## src/design/bsh_pkg.sv

```systemverilog
// ----------------------------------------------------------------------------
// bsh_pkg: shared types and constants of the backend selector
// Operation codes, register map, item token and result record.
// ----------------------------------------------------------------------------
`default_nettype none

package bsh_pkg;

  // operation codes carried by an input item
  typedef enum logic [1:0] {
    OP_PICK   = 2'd0,
    OP_HEALTH = 2'd1,
    OP_OPEN   = 2'd2,
    OP_CLOSE  = 2'd3
  } op_e;

  // register word indexes on the config port
  localparam logic [1:0] REG_POLICY = 2'd0;
  localparam logic [1:0] REG_COUNT  = 2'd1;
  localparam logic [1:0] REG_RISE   = 2'd2;
  localparam logic [1:0] REG_FALL   = 2'd3;

  // policy codes
  localparam logic POLICY_RR = 1'b0;
  localparam logic POLICY_LC = 1'b1;

  // register reset values
  localparam logic [3:0] RISE_RESET = 4'd2;
  localparam logic [3:0] FALL_RESET = 4'd3;

  // configuration seen by every cell
  typedef struct packed {
    logic       policy;
    logic [4:0] count;
    logic [3:0] rise;
    logic [3:0] fall;
  } cfg_t;

  // item token passed along the chain of cells
  typedef struct packed {
    logic       valid;
    op_e        op;
    logic [3:0] idx;
    logic       passed;
    logic       in_range;
    logic       flipped;
    logic       hi_found;   // RR: healthy at/after cursor; LC: best so far
    logic       lo_found;   // RR: healthy before cursor
  } token_t;

  // one result item
  typedef struct packed {
    logic       pick_valid;
    logic [3:0] picked;
    logic       flipped;
    logic       in_range;
  } res_t;

endpackage

`default_nettype wire

```

## src/design/backend_selector_with_health.sv

```systemverilog
// The item token walks the chain of backend cells one cell per cycle; its result
//   then goes to the output register, or to the holding slot while out stalls.
// One item at a time: input stalls until its result reaches the output register.
// A finished result waits in the output register while the next item enters.
// Reset (rst_ni low, asynchronous): all backends healthy, counts and streaks
//   zero, cursor zero, registers at their reset values.
// ----------------------------------------------------------------------------
// backend_selector_with_health: health tracking backend selector
// Round robin or least connections pick over a chain of backend cells, with
// health reports and connection open and close events, and an APB port.
// ----------------------------------------------------------------------------
`default_nettype none

module backend_selector_with_health #(
  parameter int unsigned MAX_BACKENDS = 16,
  parameter int unsigned LIVE_BITS    = 16
) (
  input  wire logic        clk_i,
  input  wire logic        rst_ni,
  // input items
  input  wire logic        in_valid_i,
  output logic             in_stall_o,
  input  wire logic [1:0]  operation_i,
  input  wire logic [3:0]  backend_index_i,
  input  wire logic        check_passed_i,
  // result items
  output logic             out_valid_o,
  input  wire logic        out_stall_i,
  output logic             pick_valid_o,
  output logic [3:0]       picked_backend_o,
  output logic             health_flipped_o,
  output logic             index_in_range_o,
  // config port
  input  wire logic        psel,
  input  wire logic        penable,
  input  wire logic        pwrite,
  input  wire logic [3:0]  paddr,
  input  wire logic [31:0] pwdata,
  output logic [31:0]      prdata,
  output logic             pready
);

  localparam int unsigned IW = (MAX_BACKENDS > 1) ? $clog2(MAX_BACKENDS) : 1;
  localparam int unsigned CW = $clog2(MAX_BACKENDS + 1);

  // config registers
  bsh_pkg::cfg_t cfg_q;
  logic          cfg_wr;

  assign pready = 1'b1;
  assign cfg_wr = psel && penable && pwrite && pready;

  always_ff @(posedge clk_i or negedge rst_ni) begin
    if (!rst_ni) begin
      cfg_q.policy <= bsh_pkg::POLICY_RR;
      cfg_q.count  <= 5'd0;
      cfg_q.rise   <= bsh_pkg::RISE_RESET;
      cfg_q.fall   <= bsh_pkg::FALL_RESET;
    end else if (cfg_wr) begin
      case (paddr[3:2])
        bsh_pkg::REG_POLICY: cfg_q.policy <= pwdata[0];
        bsh_pkg::REG_COUNT:  cfg_q.count  <= pwdata[4:0];
        bsh_pkg::REG_RISE:   cfg_q.rise   <= pwdata[3:0];
        bsh_pkg::REG_FALL:   cfg_q.fall   <= pwdata[3:0];
        default:             cfg_q        <= cfg_q;
      endcase
    end
  end

  always_comb begin
    case (paddr[3:2])
      bsh_pkg::REG_POLICY: prdata = {31'd0, cfg_q.policy};
      bsh_pkg::REG_COUNT:  prdata = {27'd0, cfg_q.count};
      bsh_pkg::REG_RISE:   prdata = {28'd0, cfg_q.rise};
      bsh_pkg::REG_FALL:   prdata = {28'd0, cfg_q.fall};
      default:             prdata = 32'd0;
    endcase
  end

  // effective backend count, clamped to capacity
  logic [CW-1:0] n_eff;
  assign n_eff = (32'(cfg_q.count) > 32'(MAX_BACKENDS)) ? CW'(MAX_BACKENDS)
                                                        : CW'(cfg_q.count);

  // cursor and item acceptance
  logic [IW-1:0] cursor_q, cursor_d;
  logic [IW-1:0] cur_eff;
  logic          busy_q, busy_d;
  logic          in_acc;

  assign in_stall_o = busy_q;
  assign in_acc     = in_valid_i && !busy_q;
  assign cur_eff    = (32'(cursor_q) >= 32'(n_eff)) ? '0 : cursor_q;

  // chain of cells
  bsh_pkg::token_t      tok   [MAX_BACKENDS+1];
  logic [IW-1:0]        cur   [MAX_BACKENDS+1];
  logic [IW-1:0]        hi_ix [MAX_BACKENDS+1];
  logic [IW-1:0]        lo_ix [MAX_BACKENDS+1];
  logic [LIVE_BITS-1:0] blive [MAX_BACKENDS+1];

  always_comb begin
    tok[0].valid    = in_acc;
    tok[0].op       = bsh_pkg::op_e'(operation_i);
    tok[0].idx      = backend_index_i;
    tok[0].passed   = check_passed_i;
    tok[0].in_range = 32'(backend_index_i) < 32'(n_eff);
    tok[0].flipped  = 1'b0;
    tok[0].hi_found = 1'b0;
    tok[0].lo_found = 1'b0;
  end
  assign cur[0]   = cur_eff;
  assign hi_ix[0] = '0;
  assign lo_ix[0] = '0;
  assign blive[0] = '0;

  for (genvar k = 0; k < MAX_BACKENDS; k++) begin : g_cell
    bsh_cell #(
      .IW        (IW),
      .CW        (CW),
      .LIVE_BITS (LIVE_BITS),
      .CELL_IDX  (k)
    ) u_cell (
      .clk_i       (clk_i),
      .rst_ni      (rst_ni),
      .cfg_i       (cfg_q),
      .n_i         (n_eff),
      .tok_i       (tok[k]),
      .cur_i       (cur[k]),
      .hi_idx_i    (hi_ix[k]),
      .lo_idx_i    (lo_ix[k]),
      .best_live_i (blive[k]),
      .tok_o       (tok[k+1]),
      .cur_o       (cur[k+1]),
      .hi_idx_o    (hi_ix[k+1]),
      .lo_idx_o    (lo_ix[k+1]),
      .best_live_o (blive[k+1])
    );
  end

  // resolve the token leaving the last cell
  bsh_pkg::token_t last;
  bsh_pkg::res_t   res;
  logic            found;
  logic [IW-1:0]   chosen;
  logic [CW-1:0]   next_cur;
  logic [31:0]     chosen_w;

  assign last = tok[MAX_BACKENDS];

  always_comb begin
    if (cfg_q.policy == bsh_pkg::POLICY_RR) begin
      found  = last.hi_found || last.lo_found;
      chosen = last.hi_found ? hi_ix[MAX_BACKENDS] : lo_ix[MAX_BACKENDS];
    end else begin
      found  = last.hi_found;
      chosen = hi_ix[MAX_BACKENDS];
    end
    if (last.op != bsh_pkg::OP_PICK) found = 1'b0;
    next_cur = CW'(chosen) + CW'(1);
    chosen_w = found ? 32'(chosen) : 32'd0;
    res.pick_valid = found;
    res.picked     = chosen_w[3:0];
    res.flipped    = last.flipped;
    res.in_range   = last.in_range;
  end

  // cursor moves past the pick, or settles at the wrapped start
  always_comb begin
    cursor_d = cursor_q;
    if (last.valid && (last.op == bsh_pkg::OP_PICK) &&
        (cfg_q.policy == bsh_pkg::POLICY_RR) && (n_eff != '0)) begin
      if (found) cursor_d = (next_cur >= n_eff) ? '0 : IW'(next_cur);
      else       cursor_d = cur[MAX_BACKENDS];
    end
  end

  // output register with a one-entry holding slot
  bsh_pkg::res_t out_q, out_d, pend_q, pend_d;
  logic          out_vld_q, out_vld_d, pend_vld_q, pend_vld_d;
  logic          out_free;

  assign out_free = !out_vld_q || !out_stall_i;

  always_comb begin
    out_d      = out_q;
    out_vld_d  = out_vld_q && out_stall_i;
    pend_d     = pend_q;
    pend_vld_d = pend_vld_q;
    busy_d     = busy_q || in_acc;
    if (pend_vld_q && out_free) begin
      out_d      = pend_q;
      out_vld_d  = 1'b1;
      pend_vld_d = 1'b0;
      busy_d     = 1'b0;
    end else if (last.valid) begin
      if (out_free) begin
        out_d     = res;
        out_vld_d = 1'b1;
        busy_d    = 1'b0;
      end else begin
        pend_d     = res;
        pend_vld_d = 1'b1;
      end
    end
  end

  always_ff @(posedge clk_i or negedge rst_ni) begin
    if (!rst_ni) begin
      cursor_q   <= '0;
      busy_q     <= 1'b0;
      out_vld_q  <= 1'b0;
      pend_vld_q <= 1'b0;
    end else begin
      cursor_q   <= cursor_d;
      busy_q     <= busy_d;
      out_vld_q  <= out_vld_d;
      pend_vld_q <= pend_vld_d;
    end
  end

  always_ff @(posedge clk_i) begin
    out_q  <= out_d;
    pend_q <= pend_d;
  end

  assign out_valid_o      = out_vld_q;
  assign pick_valid_o     = out_q.pick_valid;
  assign picked_backend_o = out_q.picked;
  assign health_flipped_o = out_q.flipped;
  assign index_in_range_o = out_q.in_range;

endmodule

`default_nettype wire

```

## src/design/bsh_cell.sv

```systemverilog
// ----------------------------------------------------------------------------
// bsh_cell: one backend entry of the selector chain
// Holds the health flag, streaks and live count of one backend, applies the
// item token as it passes and hands the updated token to the next cell.
// ----------------------------------------------------------------------------
`default_nettype none

module bsh_cell #(
  parameter int unsigned IW        = 4,
  parameter int unsigned CW        = 5,
  parameter int unsigned LIVE_BITS = 16,
  parameter int unsigned CELL_IDX  = 0
) (
  input  wire logic                  clk_i,
  input  wire logic                  rst_ni,
  input  wire bsh_pkg::cfg_t         cfg_i,
  input  wire logic [CW-1:0]         n_i,
  input  wire bsh_pkg::token_t       tok_i,
  input  wire logic [IW-1:0]         cur_i,
  input  wire logic [IW-1:0]         hi_idx_i,
  input  wire logic [IW-1:0]         lo_idx_i,
  input  wire logic [LIVE_BITS-1:0]  best_live_i,
  output bsh_pkg::token_t            tok_o,
  output logic [IW-1:0]              cur_o,
  output logic [IW-1:0]              hi_idx_o,
  output logic [IW-1:0]              lo_idx_o,
  output logic [LIVE_BITS-1:0]       best_live_o
);

  localparam logic [IW-1:0]        MY_IDX   = IW'(CELL_IDX);
  localparam logic [LIVE_BITS-1:0] LIVE_MAX = {LIVE_BITS{1'b1}};

  // entry state
  logic                 healthy_q, healthy_d;
  logic [3:0]           pass_q, pass_d;
  logic [3:0]           fail_q, fail_d;
  logic [LIVE_BITS-1:0] live_q, live_d;

  // token stage
  bsh_pkg::token_t      tok_q, tok_d;
  logic [IW-1:0]        cur_q, hi_idx_q, hi_idx_d, lo_idx_q, lo_idx_d;
  logic [LIVE_BITS-1:0] best_live_q, best_live_d;

  logic       active;
  logic       addressed;
  logic [3:0] pass_inc;
  logic [3:0] fail_inc;

  assign active    = 32'(CELL_IDX) < 32'(n_i);
  assign addressed = tok_i.valid && active && (32'(tok_i.idx) == 32'(CELL_IDX));
  assign pass_inc  = pass_q + 4'd1;
  assign fail_inc  = fail_q + 4'd1;

  // entry update and token accumulation
  always_comb begin
    healthy_d   = healthy_q;
    pass_d      = pass_q;
    fail_d      = fail_q;
    live_d      = live_q;
    tok_d       = tok_i;
    hi_idx_d    = hi_idx_i;
    lo_idx_d    = lo_idx_i;
    best_live_d = best_live_i;

    case (tok_i.op)
      bsh_pkg::OP_PICK: begin
        if (tok_i.valid && active && healthy_q) begin
          if (cfg_i.policy == bsh_pkg::POLICY_RR) begin
            // first healthy at or after the cursor, else first before it
            if (MY_IDX >= cur_i) begin
              if (!tok_i.hi_found) begin
                tok_d.hi_found = 1'b1;
                hi_idx_d       = MY_IDX;
              end
            end else if (!tok_i.lo_found) begin
              tok_d.lo_found = 1'b1;
              lo_idx_d       = MY_IDX;
            end
          end else begin
            // lowest live count, ties to the lower index
            if (!tok_i.hi_found || (live_q < best_live_i)) begin
              tok_d.hi_found = 1'b1;
              hi_idx_d       = MY_IDX;
              best_live_d    = live_q;
            end
          end
        end
      end
      bsh_pkg::OP_HEALTH: begin
        if (addressed) begin
          if (tok_i.passed) begin
            fail_d = 4'd0;
            if (!healthy_q) begin
              pass_d = pass_inc;
              if (pass_inc >= cfg_i.rise) begin
                healthy_d     = 1'b1;
                pass_d        = 4'd0;
                tok_d.flipped = 1'b1;
              end
            end
          end else begin
            pass_d = 4'd0;
            if (healthy_q) begin
              fail_d = fail_inc;
              if (fail_inc >= cfg_i.fall) begin
                healthy_d     = 1'b0;
                fail_d        = 4'd0;
                tok_d.flipped = 1'b1;
              end
            end
          end
        end
      end
      bsh_pkg::OP_OPEN: begin
        if (addressed && (live_q != LIVE_MAX)) live_d = live_q + 1'b1;
      end
      bsh_pkg::OP_CLOSE: begin
        if (addressed && (live_q != '0)) live_d = live_q - 1'b1;
      end
      default: begin
        live_d = live_q;
      end
    endcase
  end

  // registers
  always_ff @(posedge clk_i or negedge rst_ni) begin
    if (!rst_ni) begin
      healthy_q   <= 1'b1;
      pass_q      <= 4'd0;
      fail_q      <= 4'd0;
      live_q      <= '0;
      tok_q       <= '0;
      cur_q       <= '0;
      hi_idx_q    <= '0;
      lo_idx_q    <= '0;
      best_live_q <= '0;
    end else begin
      healthy_q   <= healthy_d;
      pass_q      <= pass_d;
      fail_q      <= fail_d;
      live_q      <= live_d;
      tok_q       <= tok_d;
      cur_q       <= cur_i;
      hi_idx_q    <= hi_idx_d;
      lo_idx_q    <= lo_idx_d;
      best_live_q <= best_live_d;
    end
  end

  assign tok_o       = tok_q;
  assign cur_o       = cur_q;
  assign hi_idx_o    = hi_idx_q;
  assign lo_idx_o    = lo_idx_q;
  assign best_live_o = best_live_q;

endmodule

`default_nettype wire

```

## config.mk

```make
export PLATFORM = sky130hd
export DESIGN_NAME = backend_selector_with_health
export DESIGN_NICKNAME = d
export VERILOG_FILES = /design/src/design/bsh_pkg.sv /design/src/design/backend_selector_with_health.sv /design/src/design/bsh_cell.sv
export SDC_FILE = /design/constraint.sdc
export NUM_CORES = 2
export LEC_CHECK = 0
export BUFFER_PORTS_ARGS = -buffer_cell sky130_fd_sc_hd__buf_2
export CORE_MARGIN = 8
export CORE_UTILIZATION = 30
export CTS_CLUSTER_SIZE = 14
export DETAILED_ROUTE_END_ITERATION = 16
export GPL_ROUTABILITY_DRIVEN = 0
export HOLD_SLACK_MARGIN = 0.03
export SLEW_MARGIN = 20
export SYNTH_ARGS = -nofsm -noshare
export SYNTH_HDL_FRONTEND = slang
export SYNTH_SLANG_ARGS = --single-unit
export TNS_END_PERCENT = 100
```

## constraint.sdc

```tcl
create_clock -name clk_i -period 3.1 [get_ports clk_i]
set_clock_uncertainty 0.05 [all_clocks]
set_input_delay 0.62 -clock clk_i [delete_from_list [all_inputs] [get_ports clk_i]]
set_output_delay 0.62 -clock clk_i [all_outputs]
set_load 0.02 [all_outputs]
```

# Word-level counts from Yosys, hierarchy flattened
# Cells that the tools add are included.
[totals]
register_bits = 1046
input_bits = 50
wordCells = 1507
[op_classes]
add_sub_neg = 65
order_cmp = 83
n_eq_ne = 131
n_mux = 692
n_bitwise = 3
reduce_logical = 266
[ops]
columns = ["op", "n"]
rows = [
  ["$mux 16", 91],
  ["$mux 4", 262],
  ["$pmux 16 s2", 16],
  ["$mux 1", 286],
  ["$add 16x1->16 const B", 16],
  ["$ne 16x16->1 const B", 16],
  ["$reduce_bool 16->1", 16],
  ["$sub 16x1->16 const B", 16],
  ["$lt 16x16->1", 15],
  ["$reduce_and 3->1", 49],
  ["$add 4x1->4 const B", 32],
  ["$ge 4x4->1", 32],
  ["$pmux 32 s4", 1],
  ["$logic_and 1x1->1", 88],
  ["$reduce_bool 2->1", 35],
  ["$eq 2x2->1 const B", 34],
  ["$ne 2x1->1 const B", 33],
  ["$mux 2", 32],
  ["$reduce_and 2->1", 22],
  ["$lt 4x5->1 const A", 8],
  ["$logic_not 2->1", 18],
  ["$eq 2x1->1 const B", 17],
  ["$eq 4x4->1 const B", 8],
  ["$ge 4x4->1 const A", 8],
  ["other kinds (22)", 89],
]

# Longest topological paths before layout
[depth]
word_depth = 9
ltp_mapped = 13
mapped_depth_nobuf = 12

# Hierarchy
# From an unflattened synthesis, not the netlist that was laid out.
[hier_totals]
hier_cells = 6586
hier_area_um2 = 66039.6
[by_module_without_submodules]
columns = ["mod", "n_inst", "cells_each", "area_per_inst_um2"]
rows = [
  ["bsh_cell at g_cell[1].u_cell", 1, 479, 4488.1],
  ["bsh_cell at g_cell[11].u_cell", 1, 465, 4409.2],
  ["bsh_cell at g_cell[14].u_cell", 1, 466, 4326.6],
  ["bsh_cell at g_cell[15].u_cell", 1, 452, 4256.6],
  ["bsh_cell at g_cell[5].u_cell", 1, 447, 4175.3],
  ["bsh_cell at g_cell[0].u_cell", 1, 378, 3922.5],
  ["bsh_cell at g_cell[9].u_cell", 1, 384, 3906.2],
  ["bsh_cell at g_cell[3].u_cell", 1, 354, 3883.7],
  ["bsh_cell at g_cell[10].u_cell", 1, 364, 3871.2],
  ["bsh_cell at g_cell[4].u_cell", 1, 361, 3857.4],
  ["bsh_cell at g_cell[8].u_cell", 1, 368, 3853.7],
  ["bsh_cell at g_cell[7].u_cell", 1, 372, 3826.2],
  ["bsh_cell at g_cell[2].u_cell", 1, 379, 3814.9],
  ["bsh_cell at g_cell[13].u_cell", 1, 362, 3774.9],
  ["+3 rows", "n/a", "n/a", "n/a"],
]

# Worst setup path after synthesis
# OpenSTA, ideal clock, no wires.
[synth_path]
path_type = "in2reg"
start = "in operation_i[1]"
end = "reg g_cell[0].u_cell.live_q[15]"
setup_time_ns = 0.080
t_arrival_ns = 2.959
t_required_ns = 2.970
slack_ns = 0.011
path_stages = 10
path_buffers = 0
path_cell_list = "nand2_1 -> inv_1 -> ha_1 -> nand3_1 -> or4_1 -> o211ai_1 -> o221a_2 -> a41oi_1 -> a311oi_2 -> xnor2_1"
[synth_via]
elab_chain_len = 3
word_cells_on_any_way = 7
cone_classes = "eq/ne (4); mux (1); reduce/logical (2)"
[synth_lines]
columns = ["element", "line_no", "rtl"]
rows = [
  ["from (decl)", "backend_selector_with_health.sv:23", "input wire logic [1:0] operation_i,"],
  ["$eq 2x2->1", "bsh_cell.sv:65", "case (tok_i.op)"],
  ["$ne 2x1->1 (no source line) or $reduce_bool 2->1 (tied branches)", "n/a", ""],
  ["$reduce_and 3->1 (no source line)", "n/a", ""],
  ["to (signal assigned)", "bsh_cell.sv:142", "live_q <= live_d;"],
  ["to (decl)", "bsh_cell.sv:37", "logic [LIVE_BITS-1:0] live_q, live_d;"],
]
# Parallel ways exist; a longest one is shown, timed or not.
# A chain may end at the register's enable or synchronous reset.

# Worst setup path after layout
[layout_path]
start = "reg g_cell[8].u_cell.best_live_q[5]"
end = "reg g_cell[9].u_cell.best_live_q[4]"
[layout_via]
elab_chain_len = 6
[layout_lines]
columns = ["element", "line_no", "rtl"]
rows = [
  ["from (decl)", "bsh_cell.sv:42", "logic [LIVE_BITS-1:0] best_live_q, best_live_d;"],
  ["from (signal assigned)", "bsh_cell.sv:147", "best_live_q <= best_live_d;"],
  ["$lt 16x16->1", "bsh_cell.sv:81", "if (!tok_i.hi_found || (live_q < best_live_i)) begin"],
  ["$logic_or 1x1->1", "bsh_cell.sv:81", ""],
  ["$mux 16", "bsh_cell.sv:81", ""],
  ["$mux 16", "bsh_cell.sv:68", "if (cfg_i.policy == bsh_pkg::POLICY_RR) begin"],
  ["$mux 16", "bsh_cell.sv:67", "if (tok_i.valid && active && healthy_q) begin"],
  ["$mux 16", "bsh_cell.sv:65", ""],
  ["via g_cell[9].u_cell.best_live_d[4]", "bsh_cell.sv:42", ""],
  ["to (signal assigned)", "bsh_cell.sv:147", ""],
  ["to (decl)", "bsh_cell.sv:42", ""],
]
# The timed path passes the listed nets, and every way through them passes these cells.

==> results.py <==
metrics = {
    "finish": {
        "drive_above_1_share_pct": 16.3,
        "final_common_cell": "dfrtp_1",
        "final_nets": 6788,
        "postLayoutCellArea_um2": 69200,
        "areaGrowthSynthToFinish_pct": 15.9,
        "layout_common_cells": "dfrtp_1, ha_1, inv_1",
    },
    "timing": {
        "period_minus_slack_ns": 2.97,
        "hold_viol_final": 0,
        "max-slew-margin-rel_pct": 49.6,
        "tightestPinTransition_ns": 0.750,
        "setup_viol": 0,
        "fin_ws_ns": 0.134,
        "max_freq_mhz": 337,
        "timing.final.crit_share_pct": 95.7,
        "finalMaxSlewViolations": 0,
    },
    "setup_path": {
        "arrival_ns": 3.50,
        "cp_common_cell": "a21o_1",
        "path_cells": "inv_1 -> ha_1 -> a21o_1 -> a21o_1 -> a21o_1 -> o2111a_1 -> a211o_1 -> nand4_2 -> nand4_4 -> mux2_2",
        "critPathKind": "flip-flop to flip-flop",
        "critPathMaxStageDelay_ns": 0.42,
        "start_kind": "flip-flop",
        "endpoint_kind": "flip-flop",
        "crit_path_max_fanout": 16,
        "cp.required_ns": 3.64,
        "slowest_stage": "mux2_2",
    },
    "detailed_routing": {
        "antenna_left": 0,
        "topRoutingLayerUsed": "met4",
        "wl_met3_um": 4840,
        "wl_met2_um": 69600,
        "wl_per_cell_um": 16.3,
        "drc": 0,
        "met1_length_um": 66700,
        "dr.pass1.iters": 5,
        "via_count": 43900,
        "drt-total-wl_um": 144000,
        "via_per_inst": 4.97,
        "dr.first_iter.drc_count": 2432,
    },
    "clock_tree": {
        "clk_pin_slew_worst_paths_ns": 0.06,
        "root_buffer": "clkbuf_16",
        "cts_buffer_depth": 3,
        "cts_tree": "done",
        "clk_latency_ns": 0.71,
        "clkSinkCount": 1024,
        "htree_num_levels": 3,
        "cts_buffers": 105,
    },
    "yosys": {
        "synth_top_area_share_pct": 41.5,
        "yosys-top-cells-area": "dfrtp_1, ha_1, mux2_2, o21ai_0, a21o_1",
        "synth-edff-count": 14,
        "synth.avg_cell_area_um2": 10.3,
        "synth_seq_cells": 1024,
        "yosys.area.top_type": "dfrtp_1",
        "synth_cell_types": 94,
        "ys.flop_type": "dfrtp_1",
        "syn_inst": 5776,
        "yosys_warnings": 0,
        "netlist_area_um2": 59700,
        "synthArstFlopShare_pct": 98.6,
        "seq_area_frac_synth_pct": 43.1,
    },
    "power": {
        "peakVddDrop_v": 0.000434,
        "total_leakage_power_nw": 33.5,
        "p_per_area_nw_per_um2": 473,
    },
    "global_route": {
        "antenna_found_initial": 3,
        "grt_max_degree": 109,
        "overflow": 0,
        "grt_pass1_vias": 44200,
        "grt_pass1_wl_um": 236000,
        "grt_usage_pct": 13.2,
    },
    "run_status": {
        "outcome": "finished clean",
    },
    "floorplan": {
        "rows": 163,
        "initial_utilization_pct": 30.2,
        "pin_count": 92,
        "fp.dieW_um": 462,
        "die-area_um2": 214000,
        "core_um2": 198000,
        "fp.dieH_um": 462,
    },
    "place": {
        "placed_cell_area_um2": 65100,
        "post-dp-hpwl_um": 107000,
        "place_ws_ns": -0.177,
        "port_buffers": 34,
    },
    "job": {
        "max_cap_viol_count": 0,
    },
    "hold_path": {
        "hold_path_class": "primary input to flip-flop",
    },
}
[report_power, final]
group / switching [W] / total, W / internal [W] / leakage [nW]
combinational: 0.00255 / 0.00449 / 0.00195 / 18.0
sequential: 0.000465 / 0.0143 / 0.0139 / 13.7
clock: 0.00564 / 0.0139 / 0.00828 / 1.87
[routing by layer]
metal  global-route usage (%)  vias up
li1                         -    21400
met1                     17.7    21600
met2                     22.7      639
met3                     2.02      216
met4                     2.91        0
met5                        0        -
[cell families after synthesis]
logic type | Yosys count | synth area share (%)
AO/OA/AOI/OAI | 1317 | 14.2
XOR/XNOR | 268 | 3.93
adder cells (fa/ha/maj) | 638 | 13.6
buffers and inverters | 563 | 3.85
flip-flops | 1024 | 43.1
multiplexers | 420 | 7.85
other | 2 | 0.0126
AND/OR/NAND/NOR | 1544 | 13.5
[sequential cells by signal, indices dropped and copies added (netlist names), 4 cells and up]
| name | count |
|---|---|
| g_cell.u_cell.healthy_q | 16 |
| g_cell.u_cell.pass_q | 64 |
| cfg_q | 14 |
| g_cell.u_cell.fail_q | 64 |
| g_cell.u_cell.lo_idx_o | 49 |
| g_cell.u_cell.hi_idx_o | 49 |
| cursor_q | 4 |
| pend_q | 7 |
| g_cell.u_cell.cur_o | 64 |
| g_cell.u_cell.live_q | 256 |
| picked_backend_o | 4 |
| g_cell.u_cell.tok_o | 187 |
| g_cell.u_cell.best_live_o | 240 |
[per-stage QoR]
| step | total power (W) | utilization (%) | cells | hold WS, ns | setup TNS (ns) |
|---|---|---|---|---|---|
| floorplan | 0.0173 | - | 5802 | 0.274 | 0 |
| global placement | 0.0189 | 32.9 | 8620 | 0.283 | -0.393 |
| detailed placement | 0.0191 | 32.9 | 8620 | 0.285 | -0.370 |
| CTS | 0.0331 | 34.9 | 8820 | 0.0363 | 0 |
| global route | 0.0343 | 35.0 | 8832 | 0.0478 | -0.0142 |
| finish | 0.0328 | 35.0 | 8833 | 0.100 | 0 |
[worst max-delay path, delay by kind of cell (launching register included)]
family / cells / cell delay (ns)
AO/OA/AOI/OAI: 5 / 1.15
adder cells (fa/ha/maj): 1 / 0.31
buffers and inverters: 1 / 0.06
flip-flops: 1 / 0.39
multiplexers: 1 / 0.42
AND/OR/NAND/NOR: 2 / 0.46
[Yosys cell counts (12+ instances only)]
| cell type | count |
|---|---|
| a211o_1 | 15 |
| nand2_1 | 398 |
| edfxtp_1 | 14 |
| xnor2_1 | 180 |
| inv_1 | 407 |
| dfstp_2 | 19 |
| nand2b_1 | 105 |
| o21ai_0 | 366 |
| and4_1 | 12 |
| a21boi_0 | 18 |
| nor2b_1 | 102 |
| o22ai_1 | 12 |
| fa_1 | 16 |
| o211ai_1 | 21 |
| a21oi_1 | 285 |
| a21o_1 | 227 |
| buf_4 | 36 |
| nor3_1 | 103 |
| a31oi_1 | 42 |
| ha_1 | 622 |
| o21a_1 | 29 |
| o21bai_1 | 47 |
| and2_1 | 40 |
| buf_2 | 30 |
| or2_2 | 50 |
| and3_1 | 40 |
| nand3b_1 | 30 |
| a22oi_1 | 24 |
| nand3_1 | 108 |
| nor3b_1 | 24 |
| nand4b_1 | 15 |
| o31ai_1 | 29 |
| or3_1 | 41 |
| xor2_1 | 88 |
| nand4_1 | 112 |
| a22o_1 | 64 |
| mux2_1 | 15 |
| or4_1 | 12 |
| mux2_2 | 328 |
| nor4_1 | 83 |
| dfrtp_1 | 991 |
| mux2i_1 | 67 |
| nor2_1 | 238 |
| a211oi_1 | 43 |
| clkbuf_1 | 80 |
[repair_timing]
action | in CTS | in global routing
resized for setup | 0 | 53
buffers inserted | 0 | 10
setup endpoints to repair | 0 | 60
endpoints found under the hold margin | 43 | 0
hold buffers | 1 | 0
[cell type report]
type,instances,area [um2]
fillers,19500,128000
multi-input cells,4215,32000
flip-flops and latches,1024,25700
well taps,2640,3300
clock buffers,139,2970
repair buffers,343,2790
inverters,410,1550
clock inverters,60,843
repair inverters,1,5.00
diodes,1,2.50
[path summary, 6_finish.rpt]
kind,from,end,slack (ns),cells past startpoint
max,g_cell[8].u_cell.best_live_o[5]$_DFF_PN0_,g_cell[9].u_cell.best_live_o[4]$_DFF_PN0_,0.13,10
min,backend_index_i[0],g_cell[0].u_cell.tok_o[5]$_DFF_PN0_,0.10,1
max reg2reg,g_cell[8].u_cell.best_live_o[5]$_DFF_PN0_,g_cell[9].u_cell.best_live_o[4]$_DFF_PN0_,0.13,10
min reg2reg,g_cell[7].u_cell.tok_o[3]$_DFF_PN0_,g_cell[8].u_cell.tok_o[3]$_DFF_PN0_,0.30,0
max in group asynchronous,rst_ni,g_cell[3].u_cell.healthy_q$_DFFE_PN1P_,1.48,4
min in group asynchronous,rst_ni,g_cell[10].u_cell.tok_o[1]$_DFF_PN0_,0.57,3
(Power assumes the default switching activity.)
